## src/pdc_pkg.sv

```systemverilog
// ----------------------------------------------------------------------------
// pdc_pkg
// Shared types, register indexes and the CRC-16 byte update of the deframer.
// ----------------------------------------------------------------------------
package pdc_pkg;

   localparam int DATA_W = 8;
   localparam int LEN_W  = 7;
   localparam int CRC_W  = 16;
   localparam int CSR_IDX_W = 2;

   localparam logic [CRC_W-1:0] CRC_INIT = 16'hFFFF;
   localparam logic [CRC_W-1:0] CRC_POLY = 16'hA001;

   localparam logic [DATA_W-1:0] START_RESET   = 8'hAA;
   localparam logic [DATA_W-1:0] END_RESET     = 8'h55;
   localparam logic [LEN_W-1:0]  MAX_LEN_RESET = 7'd64;

   // register indexes
   localparam logic [CSR_IDX_W-1:0] CSR_START_MARKER = 2'd0;
   localparam logic [CSR_IDX_W-1:0] CSR_END_MARKER   = 2'd1;
   localparam logic [CSR_IDX_W-1:0] CSR_MAX_LENGTH   = 2'd2;

   // descriptor queue
   localparam int DESC_DEPTH = 2;
   localparam int DESC_PTR_W = 1;
   localparam int DESC_CNT_W = 2;

   // one completed frame, as handed from parser to emitter
   typedef struct packed {
      logic              status;
      logic [DATA_W-1:0] command;
      logic [LEN_W-1:0]  length;
   } desc_type;

   // payload store write port
   typedef struct packed {
      logic              en;
      logic [LEN_W-1:0]  idx;
      logic [DATA_W-1:0] data;
   } wr_type;

   typedef struct packed {
      logic empty;
      logic full;
   } fifo_stat_type;

   // reflected CRC-16, LSB first, one byte
   function automatic logic [CRC_W-1:0] crc16_byte(input logic [CRC_W-1:0] crc,
                                                   input logic [DATA_W-1:0] b);
      logic [CRC_W-1:0] c;
      c = crc ^ {8'h00, b};
      for (int k = 0; k < 8; k++) begin
         if (c[0]) begin
            c = (c >> 1) ^ CRC_POLY;
         end else begin
            c = c >> 1;
         end
      end
      return c;
   endfunction

endpackage

```

## src/pdc_parser.sv

```systemverilog
// ----------------------------------------------------------------------------
// pdc_parser
// Front end: holds the registers, hunts for frames, runs the CRC, writes the
// payload store and queues one descriptor per closed frame.
// ----------------------------------------------------------------------------
module pdc_parser #(
   parameter int PAYLOAD_DEPTH = 64
) (
   input  logic                              clock,
   input  logic                              reset,
   input  logic                              csr_write_en,
   input  logic [pdc_pkg::CSR_IDX_W-1:0]     csr_index,
   input  logic [pdc_pkg::DATA_W-1:0]        csr_wdata,
   input  logic [pdc_pkg::DATA_W-1:0]        req_rx_byte,
   input  logic                              req_line_error,
   input  logic                              req_push,
   output logic                              req_full,
   input  logic                              fifo_full,
   input  logic                              store_hold,
   output logic                              desc_push,
   output pdc_pkg::desc_type                 desc_out,
   output pdc_pkg::wr_type                   wr
);

   typedef enum logic [2:0] {
      PH_HUNT, PH_CMD, PH_LEN, PH_DATA, PH_CRCH, PH_CRCL, PH_ENDB
   } phase_type;

   phase_type                    phase_ff, phase_in;
   logic [pdc_pkg::DATA_W-1:0]   start_ff, end_ff;
   logic [pdc_pkg::LEN_W-1:0]    max_len_ff;
   logic [pdc_pkg::DATA_W-1:0]   cmd_ff, cmd_in;
   logic [pdc_pkg::LEN_W-1:0]    len_ff, len_in;
   logic [pdc_pkg::LEN_W-1:0]    idx_ff, idx_in;
   logic [pdc_pkg::CRC_W-1:0]    crc_ff, crc_in;
   logic [pdc_pkg::CRC_W-1:0]    rx_crc_ff, rx_crc_in;
   logic [pdc_pkg::CRC_W-1:0]    crc_next;
   logic [pdc_pkg::LEN_W-1:0]    idx_inc;
   logic                         act;
   logic                         len_ok;

   // payload bytes wait while the store still belongs to an earlier frame; the end byte waits while the queue is full
   assign req_full = ((phase_ff == PH_DATA) && store_hold) ||
                     ((phase_ff == PH_ENDB) && fifo_full);
   assign act      = req_push && !req_full && !req_line_error;
   assign crc_next = pdc_pkg::crc16_byte(crc_ff, req_rx_byte);
   assign idx_inc  = idx_ff + 7'd1;
   assign len_ok   = ({1'b0, req_rx_byte} <= {2'b00, max_len_ff}) &&
                     (9'(req_rx_byte) <= 9'(PAYLOAD_DEPTH));

   always_comb begin
      phase_in  = phase_ff;
      cmd_in    = cmd_ff;
      len_in    = len_ff;
      idx_in    = idx_ff;
      crc_in    = crc_ff;
      rx_crc_in = rx_crc_ff;
      desc_push = 1'b0;
      wr.en     = 1'b0;
      wr.idx    = idx_ff;
      wr.data   = req_rx_byte;
      if (act) begin
         unique case (phase_ff)
            PH_HUNT: begin
               if (req_rx_byte == start_ff) begin
                  crc_in   = pdc_pkg::CRC_INIT;
                  phase_in = PH_CMD;
               end
            end
            PH_CMD: begin
               cmd_in   = req_rx_byte;
               crc_in   = crc_next;
               phase_in = PH_LEN;
            end
            PH_LEN: begin
               if (len_ok) begin
                  len_in   = req_rx_byte[pdc_pkg::LEN_W-1:0];
                  idx_in   = '0;
                  crc_in   = crc_next;
                  phase_in = (req_rx_byte != 8'd0) ? PH_DATA : PH_CRCH;
               end else begin
                  phase_in = PH_HUNT;
               end
            end
            PH_DATA: begin
               wr.en  = 1'b1;
               crc_in = crc_next;
               idx_in = idx_inc;
               if (idx_inc >= len_ff) begin
                  phase_in = PH_CRCH;
               end
            end
            PH_CRCH: begin
               rx_crc_in = {req_rx_byte, 8'h00};
               phase_in  = PH_CRCL;
            end
            PH_CRCL: begin
               rx_crc_in = {rx_crc_ff[15:8], req_rx_byte};
               phase_in  = PH_ENDB;
            end
            PH_ENDB: begin
               desc_push = (req_rx_byte == end_ff);
               phase_in  = PH_HUNT;
            end
            default: begin
               phase_in = PH_HUNT;
            end
         endcase
      end
   end

   assign desc_out.status  = (crc_ff != rx_crc_ff);
   assign desc_out.command = cmd_ff;
   assign desc_out.length  = len_ff;

   always_ff @(posedge clock) begin
      if (reset) begin
         phase_ff   <= PH_HUNT;
         start_ff   <= pdc_pkg::START_RESET;
         end_ff     <= pdc_pkg::END_RESET;
         max_len_ff <= pdc_pkg::MAX_LEN_RESET;
         cmd_ff     <= '0;
         len_ff     <= '0;
         idx_ff     <= '0;
         crc_ff     <= pdc_pkg::CRC_INIT;
         rx_crc_ff  <= '0;
      end else begin
         phase_ff  <= phase_in;
         cmd_ff    <= cmd_in;
         len_ff    <= len_in;
         idx_ff    <= idx_in;
         crc_ff    <= crc_in;
         rx_crc_ff <= rx_crc_in;
         if (csr_write_en) begin
            unique case (csr_index)
               pdc_pkg::CSR_START_MARKER: start_ff   <= csr_wdata;
               pdc_pkg::CSR_END_MARKER:   end_ff     <= csr_wdata;
               pdc_pkg::CSR_MAX_LENGTH:   max_len_ff <= csr_wdata[pdc_pkg::LEN_W-1:0];
               default: ;
            endcase
         end
      end
   end

endmodule

```

## src/pdc_desc_fifo.sv

```systemverilog
// ----------------------------------------------------------------------------
// pdc_desc_fifo
// Short queue of frame descriptors between parser and emitter.
// ----------------------------------------------------------------------------
module pdc_desc_fifo (
   input  logic                   clock,
   input  logic                   reset,
   input  logic                   push,
   input  pdc_pkg::desc_type      push_desc,
   input  logic                   pop,
   output pdc_pkg::desc_type      head,
   output pdc_pkg::fifo_stat_type stat
);

   pdc_pkg::desc_type                 slot_ff [pdc_pkg::DESC_DEPTH];
   logic [pdc_pkg::DESC_PTR_W-1:0]    wr_ptr_ff, rd_ptr_ff;
   logic [pdc_pkg::DESC_CNT_W-1:0]    count_ff;
   logic                              do_push, do_pop;

   assign stat.empty = (count_ff == '0);
   assign stat.full  = (count_ff == pdc_pkg::DESC_CNT_W'(pdc_pkg::DESC_DEPTH));
   assign do_push    = push && !stat.full;
   assign do_pop     = pop && !stat.empty;
   assign head       = slot_ff[rd_ptr_ff];

   always_ff @(posedge clock) begin
      if (do_push) begin
         slot_ff[wr_ptr_ff] <= push_desc;
      end
   end

   always_ff @(posedge clock) begin
      if (reset) begin
         wr_ptr_ff <= '0;
         rd_ptr_ff <= '0;
         count_ff  <= '0;
      end else begin
         if (do_push) wr_ptr_ff <= wr_ptr_ff + 1'b1;
         if (do_pop)  rd_ptr_ff <= rd_ptr_ff + 1'b1;
         if (do_push && !do_pop) begin
            count_ff <= count_ff + pdc_pkg::DESC_CNT_W'(1);
         end else if (do_pop && !do_push) begin
            count_ff <= count_ff - pdc_pkg::DESC_CNT_W'(1);
         end
      end
   end

endmodule

```

## src/pdc_emitter.sv

```systemverilog
// ----------------------------------------------------------------------------
// pdc_emitter
// Back end: owns the payload store, takes descriptors and plays each frame
// out as results through an output register.
// ----------------------------------------------------------------------------
module pdc_emitter #(
   parameter int PAYLOAD_DEPTH = 64
) (
   input  logic                          clock,
   input  logic                          reset,
   input  pdc_pkg::wr_type               wr,
   input  pdc_pkg::desc_type             head,
   input  logic                          desc_empty,
   output logic                          desc_pop,
   output logic                          busy,
   output logic                          rsp_empty,
   input  logic                          rsp_pop,
   output logic                          rsp_status,
   output logic [pdc_pkg::DATA_W-1:0]    rsp_command,
   output logic [pdc_pkg::LEN_W-1:0]     rsp_length,
   output logic [pdc_pkg::DATA_W-1:0]    rsp_payload_byte,
   output logic                          rsp_byte_valid,
   output logic                          rsp_last
);

   localparam int AW = (PAYLOAD_DEPTH > 1) ? $clog2(PAYLOAD_DEPTH) : 1;

   typedef enum logic [1:0] {E_IDLE, E_FETCH, E_LOAD} emit_type;

   emit_type                     state_ff;
   pdc_pkg::desc_type            cur_ff;
   logic [pdc_pkg::LEN_W-1:0]    idx_ff;
   logic [pdc_pkg::DATA_W-1:0]   mem [PAYLOAD_DEPTH];
   logic [pdc_pkg::DATA_W-1:0]   mem_q_ff;
   logic                         out_valid_ff;
   logic                         slot_free;
   logic                         load_out;
   logic                         single;
   logic                         is_last;
   logic [pdc_pkg::LEN_W-1:0]    idx_inc;

   assign slot_free = !out_valid_ff || rsp_pop;
   assign load_out  = (state_ff == E_LOAD) && slot_free;
   assign single    = cur_ff.status || (cur_ff.length == '0);
   assign idx_inc   = idx_ff + 7'd1;
   assign is_last   = (idx_inc == cur_ff.length);
   assign desc_pop  = (state_ff == E_IDLE) && !desc_empty;
   assign busy      = (state_ff != E_IDLE);
   assign rsp_empty = !out_valid_ff;

   always_ff @(posedge clock) begin
      if (wr.en) begin
         mem[AW'(wr.idx)] <= wr.data;
      end
   end

   always_ff @(posedge clock) begin
      if (state_ff == E_FETCH) begin
         mem_q_ff <= mem[AW'(idx_ff)];
      end
   end

   always_ff @(posedge clock) begin
      if (reset) begin
         state_ff     <= E_IDLE;
         out_valid_ff <= 1'b0;
         idx_ff       <= '0;
      end else begin
         // a new result replaces the popped one in the same cycle
         out_valid_ff <= load_out || (out_valid_ff && !rsp_pop);
         unique case (state_ff)
            E_IDLE: begin
               if (!desc_empty) begin
                  cur_ff <= head;
                  idx_ff <= '0;
                  state_ff <= (head.status || (head.length == '0)) ? E_LOAD : E_FETCH;
               end
            end
            E_FETCH: begin
               state_ff <= E_LOAD;
            end
            E_LOAD: begin
               if (slot_free) begin
                  rsp_status   <= cur_ff.status;
                  rsp_command  <= cur_ff.command;
                  rsp_length   <= cur_ff.length;
                  if (single) begin
                     rsp_payload_byte <= '0;
                     rsp_byte_valid   <= 1'b0;
                     rsp_last         <= 1'b1;
                     state_ff         <= E_IDLE;
                  end else begin
                     rsp_payload_byte <= mem_q_ff;
                     rsp_byte_valid   <= 1'b1;
                     rsp_last         <= is_last;
                     idx_ff           <= idx_inc;
                     state_ff         <= is_last ? E_IDLE : E_FETCH;
                  end
               end
            end
            default: begin
               state_ff <= E_IDLE;
            end
         endcase
      end
   end

endmodule

```

## src/packet_deframer_crc16.sv

```systemverilog
// ----------------------------------------------------------------------------
// packet_deframer_crc16
// Byte-framed packet parser with CRC-16 check and payload replay.
// ----------------------------------------------------------------------------
// Received bytes enter through a push/full queue port, one item per cycle
// when full is low; bytes flagged with a line error are taken and dropped.
// A frame is start, command, length, payload, CRC high, CRC low, end. The
// CRC-16 (init FFFF, reflected poly A001) covers command, length and payload.
// On a correct end byte a good frame comes out as one result per payload
// byte (one result with byte_valid low for an empty frame), a bad CRC as a
// single error result; results leave through an empty/pop port. The emitter
// makes each payload result by a registered read of the payload store and
// then a load of the output register. Because the store is single,
// full rises on payload bytes while an earlier frame is still queued or
// being played out; the end byte also waits while two closed frames are
// already queued. Other bytes keep flowing. Up to two closed frames queue.
// ----------------------------------------------------------------------------
module packet_deframer_crc16 #(
   parameter int PAYLOAD_DEPTH = 64
) (
   input  logic                          clock,
   input  logic                          reset,
   // configuration
   input  logic                          csr_write_en,
   input  logic [pdc_pkg::CSR_IDX_W-1:0] csr_index,
   input  logic [pdc_pkg::DATA_W-1:0]    csr_wdata,
   // received bytes
   input  logic [pdc_pkg::DATA_W-1:0]    req_rx_byte,
   input  logic                          req_line_error,
   input  logic                          req_push,
   output logic                          req_full,
   // results
   output logic                          rsp_empty,
   input  logic                          rsp_pop,
   output logic                          rsp_status,
   output logic [pdc_pkg::DATA_W-1:0]    rsp_command,
   output logic [pdc_pkg::LEN_W-1:0]     rsp_length,
   output logic [pdc_pkg::DATA_W-1:0]    rsp_payload_byte,
   output logic                          rsp_byte_valid,
   output logic                          rsp_last
);

   pdc_pkg::desc_type      desc_in, desc_head;
   pdc_pkg::fifo_stat_type fifo_stat;
   pdc_pkg::wr_type        wr;
   logic                   desc_push, desc_pop;
   logic                   emit_busy;
   logic                   store_hold;

   // store is free only with nothing queued and the emitter idle
   assign store_hold = !fifo_stat.empty || emit_busy;

   pdc_parser #(
      .PAYLOAD_DEPTH(PAYLOAD_DEPTH)
   ) u_parser (
      .clock          (clock),
      .reset          (reset),
      .csr_write_en   (csr_write_en),
      .csr_index      (csr_index),
      .csr_wdata      (csr_wdata),
      .req_rx_byte    (req_rx_byte),
      .req_line_error (req_line_error),
      .req_push       (req_push),
      .req_full       (req_full),
      .fifo_full      (fifo_stat.full),
      .store_hold     (store_hold),
      .desc_push      (desc_push),
      .desc_out       (desc_in),
      .wr             (wr)
   );

   pdc_desc_fifo u_fifo (
      .clock     (clock),
      .reset     (reset),
      .push      (desc_push),
      .push_desc (desc_in),
      .pop       (desc_pop),
      .head      (desc_head),
      .stat      (fifo_stat)
   );

   pdc_emitter #(
      .PAYLOAD_DEPTH(PAYLOAD_DEPTH)
   ) u_emitter (
      .clock            (clock),
      .reset            (reset),
      .wr               (wr),
      .head             (desc_head),
      .desc_empty       (fifo_stat.empty),
      .desc_pop         (desc_pop),
      .busy             (emit_busy),
      .rsp_empty        (rsp_empty),
      .rsp_pop          (rsp_pop),
      .rsp_status       (rsp_status),
      .rsp_command      (rsp_command),
      .rsp_length       (rsp_length),
      .rsp_payload_byte (rsp_payload_byte),
      .rsp_byte_valid   (rsp_byte_valid),
      .rsp_last         (rsp_last)
   );

endmodule

```

## config.mk

```make
export PLATFORM = sky130hd
export DESIGN_NAME = packet_deframer_crc16
export DESIGN_NICKNAME = d
export VERILOG_FILES = /design/src/pdc_pkg.sv /design/src/pdc_parser.sv /design/src/pdc_desc_fifo.sv /design/src/pdc_emitter.sv /design/src/packet_deframer_crc16.sv
export SDC_FILE = /design/constraint.sdc
export NUM_CORES = 1
export LEC_CHECK = 0
export BUFFER_PORTS_ARGS = -buffer_cell sky130_fd_sc_hd__buf_2
export CORE_ASPECT_RATIO = 0.6
export CORE_UTILIZATION = 50
export CTS_CLUSTER_DIAMETER = 200
export DETAILED_ROUTE_END_ITERATION = 16
export PLACE_DENSITY = 0.74
export SYNTH_ARGS = -nofsm -noshare
export SYNTH_HDL_FRONTEND = slang
export SYNTH_SLANG_ARGS = --single-unit
```

## constraint.sdc

```tcl
create_clock -name clock -period 5.45 [get_ports clock]
set_input_delay 1.09 -clock clock [delete_from_list [all_inputs] [get_ports clock]]
set_output_delay 1.09 -clock clock [all_outputs]
set_load 0.05 [all_outputs]
```

Word level (Yosys, flattened, before mapping)

Memory sizes are Yosys's and may differ from the RTL's. A register that Yosys moved wholly into a read port is not among the register bits.
Cells that the tools add are included.

Latch bits: 0
Logic and storage cells: 165
Output and inout port bits: 28
Memories: 2
RAM bits: 544
ROM bits: 0
Register bits: 136

Memories:

| memory         | depth | bits a word | rd ports | clocked after Yosys merged registers in | wr ports | RTL line            | source |
|---|---|---|---|---|---|---|---|
| u_emitter.mem  | 64    | 8           | 1        | 1                                       | 1        | pdc_emitter.sv:33   | `logic [pdc_pkg::DATA_W-1:0] mem [PAYLOAD_DEPTH];` |
| u_fifo.slot_ff | 2     | 16          | 1        | 1                                       | 1        | pdc_desc_fifo.sv:15 | `pdc_pkg::desc_type slot_ff [pdc_pkg::DESC_DEPTH];` |

Reduce and logical (&&, ||, !) cells: 54
Magnitude comparators: 3
Div/mod/pow operators: 0
Shift-type cells: 0
Mux-type cells: 42
Equal/unequal tests: 21
Multiply operators: 0
Bitwise gates (word level): 12
Add/sub/neg operators: 6

Operator list:

| kind                | number |
|---|---|
| $mux 16             | 10 |
| $pmux 16 s3         | 1 |
| $pmux 16 s2         | 1 |
| $mux 7              | 4 |
| $pmux 7 s2          | 2 |
| $not 2->3           | 8 |
| $pmux 3 s6          | 1 |
| $reduce_and 3->1    | 6 |
| $eq 8x8->1          | 2 |
| $ne 16x16->1        | 1 |
| $xor 16x8->16       | 1 |
| $add 7x1->7 const B | 2 |
| $logic_not 7->1     | 2 |
| $logic_and 1x1->1   | 12 |
| $mux 1              | 12 |
| $mux 2              | 6 |
| $mux 3              | 4 |
| $reduce_and 2->1    | 6 |
| $reduce_bool 2->1   | 5 |
| $eq 3x3->1 const B  | 3 |
| $le 8x7->1          | 1 |
| $le 8x7->1 const B  | 1 |
| $logic_not 1->1     | 8 |
| $reduce_and 4->1    | 2 |
| 19 further kinds    | 37 |

Depth between registers and ports, before layout

Word-level depth: 19
Mapped depth: 11
Depth with buffers taken out: 10

Hierarchy

Synthesis repeated with hierarchy kept, for this count alone.

Cell total of the unflattened synthesis: 1668
Area, all modules: 28038.1 µm²

By module, submodules not included:

| module                | instances | area each (µm²) | cells an instance | sequential area each (µm²) |
|---|---|---|---|---|
| pdc_emitter           | 1         | 22370.2         | 1111              | 17076.4 |
| pdc_parser            | 1         | 4292.9          | 481               | 1601.5 |
| pdc_desc_fifo         | 1         | 1368.8          | 75                | 1061.0 |
| packet_deframer_crc16 | 1         | 6.3             | 1                 | 0.0 |

Least setup slack after synthesis

OpenSTA, ideal clock, no wires.

Kind: in2reg
Start: input port req_rx_byte[3] (netlist bit)
End: memory u_fifo.slot_ff[0][0] (netlist bit), enable pin
Library setup time: 0.390 ns
Data arrival time: 2.992 ns
Stages: 6
Required time: 5.060 ns
Slack: 2.068 ns
Path through: clkbuf_1 -> xor2_1 -> nor4_1 -> o2111ai_1 -> nor4_2 -> nor2b_1

Cells in the longest elaborated chain, start to end: 6

RTL lines:

| element                      | RTL line                    | source |
|---|---|---|
| from (decl)                  | packet_deframer_crc16.sv:28 | `input logic [pdc_pkg::DATA_W-1:0] req_rx_byte,` |
| $eq 8x8->1                   | pdc_parser.sv:102           | `desc_push = (req_rx_byte == end_ff);` |
| $mux 1                       | pdc_parser.sv:63            | `unique case (phase_ff)` |
| $mux 1                       | pdc_parser.sv:62            | `if (act) begin` |
| $logic_and 1x1->1            | pdc_desc_fifo.sv:22         | `assign do_push = push && !stat.full;` |
| net u_fifo.do_push           | pdc_desc_fifo.sv:18         | `logic do_push, do_pop;` |
| $mux 1                       | pdc_desc_fifo.sv:27         | `if (do_push) begin` |
| $mux 1 (not written as such) | pdc_desc_fifo.sv:28         | `slot_ff[wr_ptr_ff] <= push_desc;` |
| to (decl)                    | pdc_desc_fifo.sv:15         |  |

The timed path passes the listed nets, and every way through them passes these cells.

Worst setup path in the final report

Start: register u_emitter.state_ff[1]
End: memory u_emitter.mem[29][4] (netlist bit), enable pin

Cells in the longest elaborated chain, start to end: 10

RTL lines:

| element                         | RTL line                    | source |
|---|---|---|
| from (decl)                     | pdc_emitter.sv:30           | `emit_type state_ff;` |
| from (signal assigned)          | pdc_emitter.sv:76           | `state_ff <= (head.status \|\| (head.length == '0)) ? E_LOAD : E_FETCH;` |
| from (signal assigned)          | pdc_emitter.sv:97           | `state_ff <= is_last ? E_IDLE : E_FETCH;` |
| $reduce_bool 2->1               | pdc_emitter.sv:48           | `assign busy = (state_ff != E_IDLE);` |
| $logic_or 1x1->1                | packet_deframer_crc16.sv:51 | `assign store_hold = !fifo_stat.empty \|\| emit_busy;` |
| $logic_and 1x1->1               | pdc_parser.sv:43            | `assign req_full = ((phase_ff == PH_DATA) && store_hold) \|\|` |
| $logic_or 1x1->1                | pdc_parser.sv:43            |  |
| $logic_not 1->1                 | pdc_parser.sv:45            | `assign act = req_push && !req_full && !req_line_error;` |
| $logic_and 1x1->1 (2 in series) | pdc_parser.sv:45            |  |
| $mux 1                          | pdc_parser.sv:62            |  |
| $mux 1                          | pdc_emitter.sv:52           | `if (wr.en) begin` |
| $mux 1 (not written as such)    | pdc_emitter.sv:53           | `mem[AW'(wr.idx)] <= wr.data;` |
| to (decl)                       | pdc_emitter.sv:33           |  |

Every way passes these cells.

==> out/results.env <==
LARGEST_NET_DEGREE_AT_THE_START_OF_GLOBAL_ROUTING=74
GRT_SETUP_UNREPAIRED='false'
YOSYS.AREA_SHARE.ADDER_PCT=0.773
CELLPOWERDENSITY_nW_PER_UM2=360
ROUTEDLENGTHMET1_MM=28.3
WL_MET2_MM=26.3
CORE.ROWCOUNT=66
LAYOUT-AREA-OVERHEAD-VS-SYNTH_PCT=10.6
FINALWIRELENGTH_MM=61.9
MAX_CAP_VIOL_COUNT=0
PERIOD_SHARE_PCT=67.0
WORST_MARGIN_PIN_SLEW_NS=1.23
CTS_INSERTED_BUFFERS=60
TOPROUTINGLAYERUSED='met4'
CORE-AREA_UM2=54300
CRITICAL_PATH.REG2REG.ENDPOINT='u_emitter.mem[29][4]'
SYNTH_FLOP_TYPE='edfxtp_1'
TIMING.CRITICAL_PATH.FROM_TYPE='flop'
SYNTHESIS.INSTANCES=1527
SETUP_TOTAL_NEGATIVE_SLACK_NS=0
GLOBAL_ROUTE.OVERFLOW_TOTAL=0
GLOBAL_ROUTE_WIRE_LENGTH_BEFORE_REPAIR_MM=93.0
LAYOUT.CELLS.NON_FILLER=2340
DRT-PASS1-ITER-COUNT=5
FINAL_COMMON_CELL='edfxtp_1'
CTS-ROOT-TO-SINK-BUFFERS=3
PORT-BUFFER-COUNT=51
MAX_SLEW_VIOLATION_COUNT=0
CLOCK-SINKS=689
FINAL_CORE_UTILIZATION_PCT=56.1
HOLD_PATH.CLASS='reg2reg'
MET3ROUTEDLENGTH_MM=6.55
SWSHARE_PCT=22.8
REG2REG_FROM='u_emitter.state_ff[1]'
CLOCK-SKEW-FINAL_NS=0.0234
LAYOUT.NETS=1615
SLEW-LIMIT-HEADROOM_PCT=18.0
WORSTPATHARRIVAL_NS=3.88
YOSYS.CELL_TYPES.COUNT=58
POST_ROUTE_CELLS_DRIVE_ABOVE_1_SHARE_PCT=22.0
HPWL_MM=39.4
VIAS_PER_CELL=6.16
POST-ROUTE-DRC-COUNT=0
SYNTH-SEQ-AREA-SHARE_PCT=71.8
SETUP_VIOLATIONS=0
CHIPWIDTH_UM=305
AREA_FRACTION_IN_COMPOUND_GATES_AFTER_SYNTHESIS_PCT=2.16
P_SEQ_SHARE_PCT=53.6
FIRST_GLOBAL_VIAS=13867
FINAL_DESIGN_AREA_NO_FILL_UM2=30400
CRITPATHSLOWESTCELL='nor2_1'
AREA_SHARE_OF_XOR_XNOR_CELLS_IN_THE_SYNTHESIZED_DESIGN_PCT=2.43
INTERNAL-POWER_mW=8.44
POST_CTS_RESIZED=0
PLACEDCELLCOUNT=2226
DESIGN.PORTCOUNT=52
SYN_AVG_CELL_AREA_UM2=18.0
FINAL_ANTENNA_NET_COUNT=0
INITIAL_UTIL_PCT=50.7
SYNTHARSTFLOPSHARE_PCT=0
STATUS='finished, final reports clean'
FP.DIEH_UM=184
MAPPED_AREA_UM2=27500
TRITONCTS_CLOCK_TREE='yes'
YS_SEQ_ELEMENTS=689
H-TREE-DEPTH=2
CLOCK_POWER_SHARE_PCT=38.3
CRITPATHCAPTURETYPE='flop'
PLACED_CELL_AREA_UM2=28500
PATH_CELLS='or4_1, nor4_1, nand3_1, nor2_1'
TIMING_WORST_SETUP_PATH_TYPE='reg2reg'
WORST_SKEW_PAIR.LATE_LATENCY_NS=0.61
CTS-ROOT-BUF='clkbuf_16'
SYNTH_SIMPLE_GATE_AREA_SHARE_PCT=5.24
MIN-DELAY-START='u_emitter.cur_ff[12]'
POST_CTS_HOLD_BUFFER_COUNT=0
INITIALDRTVIOLATIONCOUNT=2178
ACHIEVABLE-FREQUENCY_MHz=274
TRACK_USAGE_PCT=22.6
P_COMB_SHARE_PCT=8.1
VDD.IR_DROP.WORST_V=0.000250
FINAL_HOLD_VIOL_COUNT=0
VIAS=14419
DESIGN.DIE.AREA_UM2=56000
LEADING_CELL_TYPES_IN_THE_LAYOUT_FILL_AND_TAPS_EXCLUDED='edfxtp_1 (594), mux4_2 (165), nor2_1 (124), dfxtp_1 (92), nand2_1 (76)'
POWER.NET_SWITCHING_mW=2.49
REG2REG_SETUP_SLACK_NS=1.80
POST-CTS-SETUP-BUFFERS=0
LEAK_nW=9.41
POST-ROUTE-MIN-PERIOD_NS=3.65
R2R.WORST_PATH.CELLS=4
CRITPATHMAXFANOUT=8
SYNTH-EDFF-COUNT=594
CRIT_REQUIRED_NS=5.68
CLK_TRANSITION_REPORTED_PATHS_NS=0.06
HOLD_DEPTH=0
MAIN_COMBINATIONAL_CELL_FAMILY_BY_AREA_AFTER_SYNTHESIS='multiplexers'
SYNTH-WARNING-COUNT=0
ROUTE.DETAILED.WL_PER_INST_UM=26.5
GPL.FINAL_WEIGHTED_CONGESTION=0.826
SYN-NUM-NETS=1568
ANTENNA_VIOLATIONS_BEFORE_REPAIR=3
MAX_STAGE_DELAY_NS=0.83
WORSTHOLDENDPOINT='u_emitter.rsp_command[5]'
SYNTHMUXAREASHARE_PCT=15.9
## worst max path at each step
stage                      endpoint  cells after the start                  start
2_1_floorplan  u_fifo.slot_ff[0][0]                      6         req_rx_byte[3]
3_3_place_gp     u_parser.len_ff[5]                      9         req_rx_byte[5]
3_5_place_dp     u_parser.len_ff[0]                      9         req_rx_byte[5]
4_1_cts        u_emitter.mem[13][2]                      4  u_emitter.state_ff[1]
5_1_grt        u_emitter.mem[29][4]                      6   u_parser.phase_ff[0]
6_report       u_emitter.mem[29][4]                      4  u_emitter.state_ff[1]
## per-layer routing
metal,up-vias,GRT usage [%]
li1,6079,-
met1,7508,36.6
met2,764,31.5
met3,68,5.01
met4,0,4.00
met5,-,0
## per-stage QoR
step	hold slack [ns]	power (mW)	setup WS (ns)
finish	0.415	10.9	1.80
floorplan	0.400	6.58	2.07
global placement	0.405	6.84	1.33
CTS	0.419	11.0	1.84
detailed placement	0.414	6.86	1.27
global route	0.432	11.3	1.59
## cell type report
cell class,count,area [um2]
clock buffer,72,1580
multi-input combinational,729,7310
fill,3975,23800
clock inverter,40,338
timing repair buffer,75,473
inverter,19,71.3
tap,714,893
sequential,689,19700
antenna,2,5.00
## cell usage after synthesis (5+ instances only)
cell        n  share of area, %
a21o_1      6              0.16
a21oi_1    41              0.75
and2_1     10              0.23
buf_1      14              0.19
buf_2      20              0.36
clkbuf_1   51              0.70
dfxtp_1    95               6.9
edfxtp_1  594                65
ha_1       17              0.77
inv_1      19              0.26
mux2_2     19              0.78
mux2i_1    45               1.6
mux4_2    165                14
nand2_1    76               1.0
nand2b_1    6              0.14
nand3_1    26              0.47
nand3b_1    8              0.22
nand4_1     5              0.11
nor2_1    125               1.7
nor2b_1    15              0.34
nor3_1     10              0.18
nor4_1     14              0.32
o21ai_0    24              0.44
xnor2_1    40               1.3
xor2_1     31              0.99
## worst max-delay path, delay by kind of cell (launching register included)
kind	cells	cell delay (ns)
DFF	1	0.39
and+or+nand+nor	4	2.85
## flip-flops by register name, indices dropped and copies added (netlist names), 8 cells and up, named ones only
register                    cells
u_parser.rx_crc_ff             16
u_parser.end_ff                 8
u_emitter.rsp_command           8
u_parser.start_ff               8
u_emitter.cur_ff               16
u_emitter.rsp_payload_byte      8
u_parser.cmd_ff                 8
u_fifo.slot_ff                 32
u_emitter.mem                 512
u_parser.crc_ff                16
u_emitter.mem_q_ff              8
## logic make-up after synthesis
group / Yosys count
AOI/OAI and AO/OA: 97
xor gates and xnor gates: 73
adders and majority gates: 17
buffers and inverters: 109
DFF: 689
muxes: 229
and+or+nand+nor: 313
## power groups by stage
stage	Clock (mW)	Combinational (mW)	Sequential, mW
floorplan	0	0.586	6.00
global placement	0	0.865	5.98
detailed placement	0	0.883	5.98
CTS	4.23	0.886	5.87
global route	4.44	0.944	5.87
finish	4.19	0.884	5.87
Note: power is estimated with default switching activity, not from simulation.
